--- src/design/tve_pkg.sv ---
// Package for the target velocity estimator.
// Holds widths, register indexes, divider phase codes and the controller/datapath structs.
// No dependencies.
`default_nettype none

package tve_pkg;

  localparam int TIDX_W      = 4;
  localparam int MAX_TARGETS = 1 << TIDX_W;
  localparam int CNT_W       = TIDX_W + 1;
  localparam int DATA_W      = 32;
  localparam int FRAC_W      = 16;
  localparam int DIFF_W      = DATA_W + 1;
  localparam int CFG_IDX_W   = 1;
  localparam int DIV_CNT_W   = 6;

  localparam logic [CFG_IDX_W-1:0] REG_TIME_TOLERANCE = 1'b0;
  localparam logic [CFG_IDX_W-1:0] REG_TARGET_COUNT   = 1'b1;

  localparam logic [DATA_W-1:0] TOL_RESET = DATA_W'(1);
  localparam logic [DATA_W-1:0] SAT_POS   = {1'b0, {(DATA_W-1){1'b1}}};
  localparam logic [DATA_W-1:0] SAT_NEG   = {1'b1, {(DATA_W-1){1'b0}}};

  localparam logic [DIV_CNT_W-1:0] DIV_PH_ABS  = DIV_CNT_W'(0);
  localparam logic [DIV_CNT_W-1:0] DIV_PH_INIT = DIV_CNT_W'(1);
  localparam logic [DIV_CNT_W-1:0] DIV_PH_DONE = DIV_CNT_W'(DATA_W + 2);

  typedef struct packed {
    logic capture;
    logic update;
    logic calc;
    logic div_start;
    logic store_speed;
    logic load_out;
  } tve_cmd_t;

  typedef struct packed {
    logic fresh;
    logic div_done;
  } tve_status_t;

endpackage

`default_nettype wire

--- src/design/tve_div.sv ---
// Iterative restoring divider: saturated signed (num * 2^16) / den, one quotient bit a cycle.
// Depends on tve_pkg.
`default_nettype none

module tve_div import tve_pkg::*; (
  input  logic                     clk,
  input  logic                     rst_n,
  input  logic                     start,
  input  logic signed [DIFF_W-1:0] num,
  input  logic signed [DIFF_W-1:0] den,
  output logic                     done,
  output logic [DATA_W-1:0]        quot
);

  logic [DIV_CNT_W-1:0] cnt_r;
  logic                 neg_r;
  logic                 ovf_r;
  logic [DIFF_W-1:0]    num_r;
  logic [DIFF_W-1:0]    den_r;
  logic [DATA_W-1:0]    rem_r;
  logic [DATA_W-1:0]    q_r;
  logic [DATA_W-1:0]    hi_ext;
  logic [DIFF_W:0]      trial;

  assign hi_ext = {{(DATA_W-(DIFF_W-FRAC_W)){1'b0}}, num_r[DIFF_W-1:FRAC_W]};
  assign trial  = {1'b0, rem_r, q_r[DATA_W-1]} - {2'b00, den_r[DATA_W-1:0]};

  always_ff @(posedge clk) begin
    if (!rst_n) begin
      cnt_r <= DIV_PH_DONE;
    end else if (start) begin
      cnt_r <= DIV_PH_ABS;
    end else if (cnt_r != DIV_PH_DONE) begin
      cnt_r <= cnt_r + DIV_CNT_W'(1);
    end
  end

  always_ff @(posedge clk) begin
    if (start) begin
      num_r <= num;
      den_r <= den;
      neg_r <= num[DIFF_W-1] ^ den[DIFF_W-1];
    end else if (cnt_r == DIV_PH_ABS) begin
      num_r <= num_r[DIFF_W-1] ? -num_r : num_r;
      den_r <= den_r[DIFF_W-1] ? -den_r : den_r;
    end else if (cnt_r == DIV_PH_INIT) begin
      ovf_r <= (hi_ext >= den_r[DATA_W-1:0]);
      rem_r <= hi_ext;
      q_r   <= {num_r[FRAC_W-1:0], {(DATA_W-FRAC_W){1'b0}}};
    end else if (cnt_r != DIV_PH_DONE) begin
      if (!trial[DIFF_W]) begin
        rem_r <= trial[DATA_W-1:0];
      end else begin
        rem_r <= {rem_r[DATA_W-2:0], q_r[DATA_W-1]};
      end
      q_r <= {q_r[DATA_W-2:0], ~trial[DIFF_W]};
    end
  end

  assign done = (cnt_r == DIV_PH_DONE);

  always_comb begin
    if (neg_r) begin
      quot = (ovf_r || (q_r[DATA_W-1] && |q_r[DATA_W-2:0])) ? SAT_NEG : -q_r;
    end else begin
      quot = (ovf_r || q_r[DATA_W-1]) ? SAT_POS : q_r;
    end
  end

endmodule

`default_nettype wire

--- src/design/tve_ctrl.sv ---
// Controller state machine of the target velocity estimator.
// Sequences table update, difference calculation, division and result hand-off; depends on tve_pkg.
`default_nettype none

module tve_ctrl import tve_pkg::*; (
  input  logic        clk,
  input  logic        rst_n,
  input  logic        in_valid,
  output logic        in_stall,
  output logic        out_valid,
  input  logic        out_stall,
  output tve_cmd_t    cmd,
  input  tve_status_t st
);

  typedef enum logic [5:0] {
    ST_IDLE   = 6'b000001,
    ST_UPDATE = 6'b000010,
    ST_CALC   = 6'b000100,
    ST_LAUNCH = 6'b001000,
    ST_DIVIDE = 6'b010000,
    ST_FINISH = 6'b100000
  } tve_state_t;

  tve_state_t state_r, state_nxt;
  logic       out_valid_r, out_valid_nxt;

  always_comb begin
    cmd       = '0;
    state_nxt = state_r;
    case (state_r)
      ST_IDLE: begin
        if (in_valid) begin
          cmd.capture = 1'b1;
          state_nxt   = ST_UPDATE;
        end
      end
      ST_UPDATE: begin
        cmd.update = 1'b1;
        state_nxt  = ST_CALC;
      end
      ST_CALC: begin
        cmd.calc  = 1'b1;
        state_nxt = ST_LAUNCH;
      end
      ST_LAUNCH: begin
        if (st.fresh) begin
          cmd.div_start = 1'b1;
          state_nxt     = ST_DIVIDE;
        end else begin
          state_nxt = ST_FINISH;
        end
      end
      ST_DIVIDE: begin
        if (st.div_done) begin
          cmd.store_speed = 1'b1;
          state_nxt       = ST_FINISH;
        end
      end
      ST_FINISH: begin
        if (!out_valid_r || !out_stall) begin
          cmd.load_out = 1'b1;
          state_nxt    = ST_IDLE;
        end
      end
      default: begin
        state_nxt = ST_IDLE;
      end
    endcase
  end

  assign out_valid_nxt = cmd.load_out | (out_valid_r & out_stall);

  always_ff @(posedge clk) begin
    if (!rst_n) begin
      state_r     <= ST_IDLE;
      out_valid_r <= 1'b0;
    end else begin
      state_r     <= state_nxt;
      out_valid_r <= out_valid_nxt;
    end
  end

  assign in_stall  = (state_r != ST_IDLE);
  assign out_valid = out_valid_r;

  a_no_overwrite: assert property (@(posedge clk) disable iff (!rst_n)
    cmd.load_out |-> (!out_valid_r || !out_stall))
    else $error("result register overwritten before its beat was taken");

  a_divide_exit: assert property (@(posedge clk) disable iff (!rst_n)
    (state_r == ST_DIVIDE && st.div_done) |=> (state_r == ST_FINISH))
    else $error("controller did not leave the divide phase on completion");

  a_accept_starts: assert property (@(posedge clk) disable iff (!rst_n)
    (in_valid && !in_stall) |=> (state_r == ST_UPDATE))
    else $error("accepted beat did not start a table update");

endmodule

`default_nettype wire

--- src/design/tve_datapath.sv ---
// Datapath of the target velocity estimator: configuration, target table, differences,
// two divider lanes and the result register. Depends on tve_pkg and tve_div.
`default_nettype none

module tve_datapath import tve_pkg::*; (
  input  logic                     clk,
  input  logic                     rst_n,
  input  logic                     cfg_we,
  input  logic [CFG_IDX_W-1:0]     cfg_index,
  input  logic [DATA_W-1:0]        cfg_wdata,
  input  logic [TIDX_W-1:0]        in_target_index,
  input  logic signed [DATA_W-1:0] in_pos_x,
  input  logic signed [DATA_W-1:0] in_pos_y,
  input  logic [DATA_W-1:0]        in_sample_time,
  output logic signed [DATA_W-1:0] out_speed_x,
  output logic signed [DATA_W-1:0] out_speed_y,
  output logic                     out_speed_fresh,
  output logic                     out_zero_interval,
  output logic                     out_table_ready,
  input  tve_cmd_t                 cmd,
  output tve_status_t              st
);

  logic [DATA_W-1:0]      tol_r;
  logic [CNT_W-1:0]       tcount_r;

  logic [TIDX_W-1:0]      idx_r;
  logic [DATA_W-1:0]      px_r, py_r, t_r;

  logic [MAX_TARGETS-1:0] cur_valid_r, prev_valid_r;
  logic [CNT_W-1:0]       cur_total_r, prev_total_r;
  logic [DATA_W-1:0]      cur_x_r  [MAX_TARGETS];
  logic [DATA_W-1:0]      cur_y_r  [MAX_TARGETS];
  logic [DATA_W-1:0]      cur_t_r  [MAX_TARGETS];
  logic [DATA_W-1:0]      prev_x_r [MAX_TARGETS];
  logic [DATA_W-1:0]      prev_y_r [MAX_TARGETS];
  logic [DATA_W-1:0]      prev_t_r [MAX_TARGETS];
  logic [DATA_W-1:0]      vel_x_r  [MAX_TARGETS];
  logic [DATA_W-1:0]      vel_y_r  [MAX_TARGETS];

  logic                   fresh_r, zero_r;
  logic signed [DIFF_W-1:0] dx_r, dy_r, dt_r;

  logic [DATA_W-1:0]      spd_x_r, spd_y_r;
  logic                   fresh_o_r, zero_o_r, ready_o_r;

  logic                   cur_v, prev_v, both_v, epoch, dt_zero;
  logic [DATA_W-1:0]      stamp_c, gap;
  logic [DIFF_W-1:0]      gap_up, gap_dn;
  logic [DIFF_W-1:0]      dx_c, dy_c, dt_c;
  logic                   done_x, done_y;
  logic [DATA_W-1:0]      quot_x, quot_y;

  always_ff @(posedge clk) begin
    if (!rst_n) begin
      tol_r    <= TOL_RESET;
      tcount_r <= '0;
    end else if (cfg_we) begin
      case (cfg_index)
        REG_TIME_TOLERANCE: tol_r    <= cfg_wdata;
        REG_TARGET_COUNT:   tcount_r <= cfg_wdata[CNT_W-1:0];
        default: begin
        end
      endcase
    end
  end

  always_ff @(posedge clk) begin
    if (cmd.capture) begin
      idx_r <= in_target_index;
      px_r  <= in_pos_x;
      py_r  <= in_pos_y;
      t_r   <= in_sample_time;
    end
  end

  assign cur_v   = cur_valid_r[idx_r];
  assign prev_v  = prev_valid_r[idx_r];
  assign stamp_c = cur_t_r[idx_r];
  assign gap_up  = {1'b0, t_r} - {1'b0, stamp_c};
  assign gap_dn  = {1'b0, stamp_c} - {1'b0, t_r};
  assign gap     = gap_up[DATA_W] ? gap_dn[DATA_W-1:0] : gap_up[DATA_W-1:0];
  assign epoch   = (gap > tol_r);

  always_ff @(posedge clk) begin
    if (!rst_n) begin
      cur_valid_r  <= '0;
      prev_valid_r <= '0;
      cur_total_r  <= '0;
      prev_total_r <= '0;
    end else if (cmd.update) begin
      if (!cur_v) begin
        cur_valid_r[idx_r] <= 1'b1;
        cur_total_r        <= cur_total_r + CNT_W'(1);
      end else if (epoch && !prev_v) begin
        prev_valid_r[idx_r] <= 1'b1;
        prev_total_r        <= prev_total_r + CNT_W'(1);
      end
    end
  end

  always_ff @(posedge clk) begin
    if (cmd.update) begin
      cur_x_r[idx_r] <= px_r;
      cur_y_r[idx_r] <= py_r;
      cur_t_r[idx_r] <= t_r;
      if (!cur_v) begin
        vel_x_r[idx_r] <= '0;
        vel_y_r[idx_r] <= '0;
      end else if (epoch) begin
        prev_x_r[idx_r] <= cur_x_r[idx_r];
        prev_y_r[idx_r] <= cur_y_r[idx_r];
        prev_t_r[idx_r] <= stamp_c;
      end
    end else if (cmd.store_speed) begin
      vel_x_r[idx_r] <= quot_x;
      vel_y_r[idx_r] <= quot_y;
    end
  end

  assign both_v  = cur_v & prev_v;
  assign dt_zero = (cur_t_r[idx_r] == prev_t_r[idx_r]);
  assign dt_c    = {1'b0, cur_t_r[idx_r]} - {1'b0, prev_t_r[idx_r]};
  assign dx_c    = {cur_x_r[idx_r][DATA_W-1], cur_x_r[idx_r]}
                 - {prev_x_r[idx_r][DATA_W-1], prev_x_r[idx_r]};
  assign dy_c    = {cur_y_r[idx_r][DATA_W-1], cur_y_r[idx_r]}
                 - {prev_y_r[idx_r][DATA_W-1], prev_y_r[idx_r]};

  always_ff @(posedge clk) begin
    if (!rst_n) begin
      fresh_r <= 1'b0;
      zero_r  <= 1'b0;
    end else if (cmd.calc) begin
      fresh_r <= both_v & ~dt_zero;
      zero_r  <= both_v & dt_zero;
    end
  end

  always_ff @(posedge clk) begin
    if (cmd.calc) begin
      dt_r <= $signed(dt_c);
      dx_r <= $signed(dx_c);
      dy_r <= $signed(dy_c);
    end
  end

  tve_div u_div_x (
    .clk   (clk),
    .rst_n (rst_n),
    .start (cmd.div_start),
    .num   (dx_r),
    .den   (dt_r),
    .done  (done_x),
    .quot  (quot_x)
  );

  tve_div u_div_y (
    .clk   (clk),
    .rst_n (rst_n),
    .start (cmd.div_start),
    .num   (dy_r),
    .den   (dt_r),
    .done  (done_y),
    .quot  (quot_y)
  );

  assign st.fresh    = fresh_r;
  assign st.div_done = done_x & done_y;

  always_ff @(posedge clk) begin
    if (cmd.load_out) begin
      spd_x_r   <= vel_x_r[idx_r];
      spd_y_r   <= vel_y_r[idx_r];
      fresh_o_r <= fresh_r;
      zero_o_r  <= zero_r;
      ready_o_r <= (cur_total_r == tcount_r) && (prev_total_r == tcount_r);
    end
  end

  assign out_speed_x       = $signed(spd_x_r);
  assign out_speed_y       = $signed(spd_y_r);
  assign out_speed_fresh   = fresh_o_r;
  assign out_zero_interval = zero_o_r;
  assign out_table_ready   = ready_o_r;

  a_totals_order: assert property (@(posedge clk) disable iff (!rst_n)
    prev_total_r <= cur_total_r)
    else $error("more previous samples counted than current samples");

  a_update_creates: assert property (@(posedge clk) disable iff (!rst_n)
    cmd.update |=> cur_valid_r[idx_r])
    else $error("table entry not valid after an update");

  a_store_fresh: assert property (@(posedge clk) disable iff (!rst_n)
    cmd.store_speed |-> (fresh_r && !zero_r))
    else $error("speed stored for an item that needed no division");

endmodule

`default_nettype wire

--- src/design/target_velocity_estimator_core.sv ---
// Sequence: an accepted item passes the update, calc and launch states; if its speed is recomputed,
// the two divider lanes run their 32 steps before the finish state loads the result register.
// Other items go from launch straight to finish. The next item is accepted only back in idle.
// One item is worked on at a time; a waiting result does not hold off the next acceptance.
// Reset (rst_n low at a clock edge) clears all valid bits and counts, sets the tolerance to 1
// and the target count to 0; there is no clearing pass. Depends on tve_pkg, tve_ctrl, tve_datapath.
`default_nettype none

module target_velocity_estimator_core import tve_pkg::*; (
  input  logic                     clk,
  input  logic                     rst_n,
  input  logic                     in_valid,
  output logic                     in_stall,
  input  logic [TIDX_W-1:0]        in_target_index,
  input  logic signed [DATA_W-1:0] in_pos_x,
  input  logic signed [DATA_W-1:0] in_pos_y,
  input  logic [DATA_W-1:0]        in_sample_time,
  output logic                     out_valid,
  input  logic                     out_stall,
  output logic signed [DATA_W-1:0] out_speed_x,
  output logic signed [DATA_W-1:0] out_speed_y,
  output logic                     out_speed_fresh,
  output logic                     out_zero_interval,
  output logic                     out_table_ready,
  input  logic                     cfg_valid,
  output logic                     cfg_ready,
  input  logic [CFG_IDX_W-1:0]     cfg_index,
  input  logic [DATA_W-1:0]        cfg_wdata
);

  tve_cmd_t    cmd;
  tve_status_t st;

  assign cfg_ready = 1'b1;

  tve_ctrl u_ctrl (
    .clk       (clk),
    .rst_n     (rst_n),
    .in_valid  (in_valid),
    .in_stall  (in_stall),
    .out_valid (out_valid),
    .out_stall (out_stall),
    .cmd       (cmd),
    .st        (st)
  );

  tve_datapath u_datapath (
    .clk               (clk),
    .rst_n             (rst_n),
    .cfg_we            (cfg_valid & cfg_ready),
    .cfg_index         (cfg_index),
    .cfg_wdata         (cfg_wdata),
    .in_target_index   (in_target_index),
    .in_pos_x          (in_pos_x),
    .in_pos_y          (in_pos_y),
    .in_sample_time    (in_sample_time),
    .out_speed_x       (out_speed_x),
    .out_speed_y       (out_speed_y),
    .out_speed_fresh   (out_speed_fresh),
    .out_zero_interval (out_zero_interval),
    .out_table_ready   (out_table_ready),
    .cmd               (cmd),
    .st                (st)
  );

endmodule

`default_nettype wire
--- config.mk ---
export PLATFORM = sky130hd
export DESIGN_NAME = target_velocity_estimator_core
export DESIGN_NICKNAME = d
export VERILOG_FILES = /design/src/design/tve_pkg.sv /design/src/design/tve_div.sv /design/src/design/tve_ctrl.sv /design/src/design/tve_datapath.sv /design/src/design/target_velocity_estimator_core.sv
export SDC_FILE = /design/constraint.sdc
export NUM_CORES = 2
export LEC_CHECK = 0
export BUFFER_PORTS_ARGS = -buffer_cell sky130_fd_sc_hd__buf_2
export CAP_MARGIN = 10
export CORE_UTILIZATION = 50
export DETAILED_ROUTE_END_ITERATION = 16
export HOLD_SLACK_MARGIN = 0.08
export PLACE_DENSITY = 0.68
export SLEW_MARGIN = 20
export SYNTH_ARGS = -nofsm -noshare
export SYNTH_HDL_FRONTEND = slang
export SYNTH_SLANG_ARGS = --single-unit
--- constraint.sdc ---
create_clock -name clk -period 11.25 [get_ports clk]
set_input_delay 2.25 -clock clk [delete_from_list [all_inputs] [get_ports clk]]
set_output_delay 2.25 -clock clk [all_outputs]
set_load 0.01 [all_outputs]
# == Word level (Yosys, flattened, before mapping) ==
# Memory sizes are Yosys's and may differ from the RTL's. A register that Yosys moved wholly into a read port is not among the register bits.
# Index checks and enable logic that the tools add are counted.
# op_classes
n_reduce_logical,41
muxes,74
addsub,17
order_cmp,5
n_eq_ne,19
n_bitwise,21
# op_table
operator,n
two-way mux 32 bit,17
two-way mux 33 bit,12
negator 33 bit,4
subtractor 32 x 32 -> 33 bit,4
subtractor 33 x 32 -> 34 bit,2
greater-or-equal comparator 17 x 32 -> 1 bit,2
negator 32 bit,2
OR reduction 31 bit,2
two-way mux 6 bit,8
one-hot mux 6 bit (6 select lines),1
two-way mux 17 bit,2
equality test 32 bit,1
greater-than comparator 32 bit,1
OR 16 bit,2
subtractor 32 bit,1
two-way mux 1 bit,25
two-way mux 4 bit,6
nonzero test 2 bit,10
equality test 6 x 1 -> 1 bit (second input constant),3
equality test 6 bit (second input constant),3
AND reduction 3 bit,6
AND reduction 2 bit,7
adder 6 x 1 -> 6 bit (second input constant),2
zero test 6 bit,2
other kinds (22),52
# totals
reg_bits,566
memories,8
out_inout_bits,70
mem_bits_rw,4096
in_bits,138
wordCells,229
# mem_list
name,words,width,read_ports,rd_clocked_by_memory_dff,wr,line,text
u_datapath.cur_t_r,16,32,1,1,1,tve_datapath.sv:34,logic [DATA_W-1:0] cur_t_r [MAX_TARGETS];
u_datapath.cur_x_r,16,32,1,1,1,tve_datapath.sv:32,logic [DATA_W-1:0] cur_x_r [MAX_TARGETS];
u_datapath.cur_y_r,16,32,1,1,1,tve_datapath.sv:33,logic [DATA_W-1:0] cur_y_r [MAX_TARGETS];
u_datapath.prev_t_r,16,32,1,1,1,tve_datapath.sv:37,logic [DATA_W-1:0] prev_t_r [MAX_TARGETS];
u_datapath.prev_x_r,16,32,1,1,1,tve_datapath.sv:35,logic [DATA_W-1:0] prev_x_r [MAX_TARGETS];
u_datapath.prev_y_r,16,32,1,1,1,tve_datapath.sv:36,logic [DATA_W-1:0] prev_y_r [MAX_TARGETS];
+2 memories,--,--,--,--,--,--,

# == Longest topological paths before layout ==
# depth
depth_word,8
mapped_depth,32

# == By module ==
# Synthesis repeated with hierarchy kept, for this count alone.
# hier_totals
hier_cells,10169
hier_area_um2,195095.9
# by_module_without_submodules
module,area_per_inst_um2,seq_area_each_um2,instances,cells_each
tve_datapath,174379.7,132687.3,1,7847
tve_div (u_datapath.u_div_y),10194.8,4083.9,1,1147
tve_div (u_datapath.u_div_x),10068.4,4083.9,1,1119
tve_ctrl,441.7,140.1,1,54
target_velocity_estimator_core,11.3,0.0,1,2

# == Worst setup path after synthesis ==
# No wires, ideal clock.
# synth_path
path_kind,register -> register
startpoint,register (tool-made name)
endpoint,"memory u_datapath.prev_t_r[13][0], enable pin"
arrival_ps,10293
path_slack_ps,405
path_stages_with_launch,25
period_less_slack_ps,10845
path_buffers,7
t_required_ps,10698
cell_sequence,dfxtp_1 > clkbuf_1 > clkbuf_1 > buf_1 > mux4_2 > mux4_2 > inv_1 > ha_1 > clkbuf_1 > nand4_1 > or4_1 > or2_2 > o211ai_1 > clkbuf_1 > clkbuf_1 > o21ai_0 > xnor2_1 > ha_1 > nand4_1 > or2_2 > a21oi_1 > o21bai_1 > a21o_1 > clkbuf_1 > nor2_1
# synth_lines
element,line
to (decl),tve_datapath.sv:37

==> summary.txt <==
R2R depth: 21
share of async-settable or async-resettable flops after synthesis: 0
average wire length per cell after detail routing: 29.2 µm
total number of H-tree levels: 5
global routing's busiest layer: met2
most used flip-flop cell after synthesis: edfxtp_1
final worst path period share: 0.801
total gr overflow: 0
drt pass-1 iters: 6
post-synthesis sequential area ratio: 0.727
required time of the worst setup path: 11.88 ns
Final Core Density: 0.564
final hold violations: 0
total of warnings raised by yosys: 0
met1 routing resource usage after global routing: 0.342
standard-cell rows: 228
CTS sink cnt: 4730
Seq cells post-synth: 4730
area of the multi-input gates: 50500 µm²
number of distinct standard cells referenced by the synthesized netlist: 92
net count after synthesis: 10565
initial antenna violation count: 13
kind of end point of the critical path: flip-flop
Post-Place Setup Slack: 2.03 ns
pwr/cell area: 191 nW/µm²
post-route non-filler standard cell count: 16119
total wire length after detailed routing: 471000 µm
fraction of final layout cells sized beyond drive strength 1: 0.231
worst relative slew slack: 0.219
Clock transition at path regs: 0.06 ns
overall routing resource usage: 0.239
largest net degree at the start of global routing: 129
beginning of the worst hold path: u_datapath.tol_r[25]
placed cell count: 15258
detailed-route vias per instance: 6.19
met3 layer usage reported by global route: 0.0316
Die X: 625 µm
status: finished, final reports clean
Ports: 208
Longest Clk Path Bufs: 4
first-pass GRT wire length: 687000 µm
Pins Over Slew Limit: 0
I/O Buffers: 206
Final Worst Setup Slack: 2.24 ns
worst slew pin tran: 1.17 ns
number of buffers created by CTS: 467
post-route antenna net violation count: 0
via count of the first global-routing pass: 100928
sum of buffers and inverters on the critical path: 3
Die H: 625 µm
series of cell instances along the critical path: buf_4 -> mux4_2 -> mux4_2 -> inv_1 -> ha_1 -> nand4_1 -> or4_1 -> or2_2 -> o211a_1 -> a2111oi_0 -> a21oi_1 -> a31oi_1 -> xnor2_1 -> ha_1 -> nand3_1 -> nor3_1 -> nand2_1 -> o21bai_1 -> a21o_1 -> nor2_4 -> buf_4
remaining design rule violation count: 0
core footprint: 386000 µm²
met2 global-route usage: 0.390
Worst Hold End: u_datapath.tol_r[25]
dominant cell by count in the synthesized netlist: edfxtp_1
TritonCTS clock tree: done
unrepaired setup endpoints after global routing: no
fillers: 28342
leading cell types by count after synthesis: edfxtp_1 (4626), mux4_2 (1265), nor2_1 (480)
number of DRC markers after the initial detailed-route iteration: 11690
reg-to-reg setup timing slack: 2.24 ns
fin area: 218000 µm²
area growth from synthesis to layout: 12.3%
worst hold stages: 2
area taken by flip-flops and latches: 141000 µm²
Slowest cell on crit path: dfxtp_4
area fraction of the dominant cell type after synthesis: 0.716
post-route setup TNS: 0 ns
area after detailed placement: 202000 µm²
Max VDD drop: 0.150 mV
vias: 99719
data arrival time of the critical path: 9.64 ns
die outline area: 390000 µm²
Largest delay share family, worst path: simple AND/OR/NAND/NOR gates
Final min period: 9.01 ns
starting density of the core: 0.502
Worst path max stage delay: 0.96 ns
highest net fanout along the worst path: 63
type of the worst setup path: reg2reg
Setup crit start kind: flip-flop
buffer type at the clock tree root: clkbuf_16
half-perimeter wire length after placement: 271000 µm
largest area contributor in the netlist: edfxtp_1
number of synthesized flops with an enable pin: 4626
placer's final routability congestion estimate: 0.905
post_cts resized: 0
setup repair bufs after CTS: 0
cell leakage power: 71.3 nW
min-delay worst type: reg2reg
MaxCap Viol Count: 0
largest clock skew in the final design: 0.0866 ns
total of hold buffers inserted after clock tree synthesis: 0
number of nets in the layout: 11004
capture point of the worst reg-to-reg path: u_datapath.prev_y_r[5][23]
Netlist Area Pre-Place: 194000 µm²
cell types occupying the most area after synthesis: edfxtp_1 (72%), mux4_2 (15%), ha_1 (2.0%)
number of endpoints failing setup at the final stage: 0
clock network latency to the later pin of the worst-skew pair: 1.03 ns
Gate Count Post-Synth: 10114
Post-Synthesis Mean Instance Area: 19.2 µm²
achievable clock frequency: 111 MHz
-- registers in the layout, indices dropped and copies added, names as in the netlist, 512 cells and up, named ones only --
register and cells:
u_datapath.cur_t_r 512, u_datapath.cur_x_r 512, u_datapath.cur_y_r 512, u_datapath.prev_t_r 512
u_datapath.prev_x_r 512, u_datapath.prev_y_r 512, u_datapath.vel_x_r 512, u_datapath.vel_y_r 512
-- report_power, final --
| group | switching (W) | internal [W] | total (W) |
|---|---|---|---|
| combinational | 0.00374 | 0.00228 | 0.00601 |
| sequential | 0.000174 | 0.0199 | 0.0201 |
| clock | 0.00662 | 0.00888 | 0.0155 |
| total | 0.0105 | 0.0311 | 0.0416 |
-- metrics by stage --
stage,power [W],hold WS [ns]
5_1_grt,0.0429,0.479
6_report,0.0416,0.459
3_5_place_dp,0.0265,0.452
4_1_cts,0.0418,0.460
3_3_place_gp,0.0264,0.442
2_1_floorplan,0.0243,0.409
-- worst register-to-register path: stages, from the launching register on --
cell and delay [ns]:
dfxtp_4 0.96, buf_4 0.58, mux4_2 0.37, mux4_2 0.72, inv_1 0.14, ha_1 0.40
nand4_1 0.23, or4_1 0.61, or2_2 0.32, o211a_1 0.61, a2111oi_0 0.56, a21oi_1 0.08
a31oi_1 0.22, xnor2_1 0.09, ha_1 0.30, nand3_1 0.09, nor3_1 0.32, nand2_1 0.15
o21bai_1 0.22, a21o_1 0.22, nor2_4 0.86, buf_4 0.56
-- layer usage --
| metal | up-vias | part of all wire |
|---|---|---|
| met5 | - | 0.00011 |
| met4 | 6 | 0.027 |
| met3 | 758 | 0.073 |
| met2 | 4167 | 0.49 |
| met1 | 52759 | 0.41 |
| li1 | 42029 | - |
-- final cells by class --
class	instances	area share
flip-flops and latches	4730	0.648
multi-input cells	4575	0.232
clock buffers	572	0.0564
well taps	5175	0.0297
repair buffers	427	0.0148
clock inverters	285	0.0134
inverters	352	0.00611
diodes	3	0.0000345
-- placed cells by master, fill, tap and decap left out, types with 49 or more instances in the layout --
cell type,n
a21oi_1,346
nor3_1,90
xor2_1,88
nand3_1,122
clkinv_2,78
edfxtp_1,4626
bufinv_16,49
nand2_1,460
xnor2_1,196
buf_2,206
mux4_2,1265
nor2_1,422
clkbuf_1,92
inv_1,347
nor2_4,52
o21ai_0,227
a21o_1,133
clkinv_1,103
dfxtp_1,100
clkbuf_16,474
ha_1,306
buf_4,179
nand4_1,54
-- worst max-delay path by stage --
stage,startpoint,end,slack [ns],depth (start not counted)
after CTS,flip-flop,u_datapath.prev_t_r[5][4],1.97,23
after floorplan,flip-flop,u_datapath.prev_t_r[13][0],0.40,24
after global routing,flip-flop,u_datapath.prev_y_r[5][23],1.75,23
after detailed placement,flip-flop,u_datapath.prev_y_r[5][12],2.03,23
final,flip-flop,u_datapath.prev_y_r[5][23],2.24,21
after global placement,flip-flop,u_datapath.prev_y_r[5][12],2.04,23
-- kinds of logic (layout without fill, tap and decap cells) --
kind of cell | after synthesis | count (layout) | synth area share
buffers and inverters | 809 | 1636 | 0.0158
muxes | 1324 | 1324 | 0.150
other | 1 | 4 | 0.0000193
DFF | 4730 | 4730 | 0.727
AOI/OAI and AO/OA | 1118 | 1118 | 0.0372
adders and majority gates | 313 | 313 | 0.0205
and+or+nand+nor | 1535 | 1535 | 0.0367
xor gates and xnor gates | 284 | 284 | 0.0128
No activity file was read; power rests on OpenSTA's default activity.
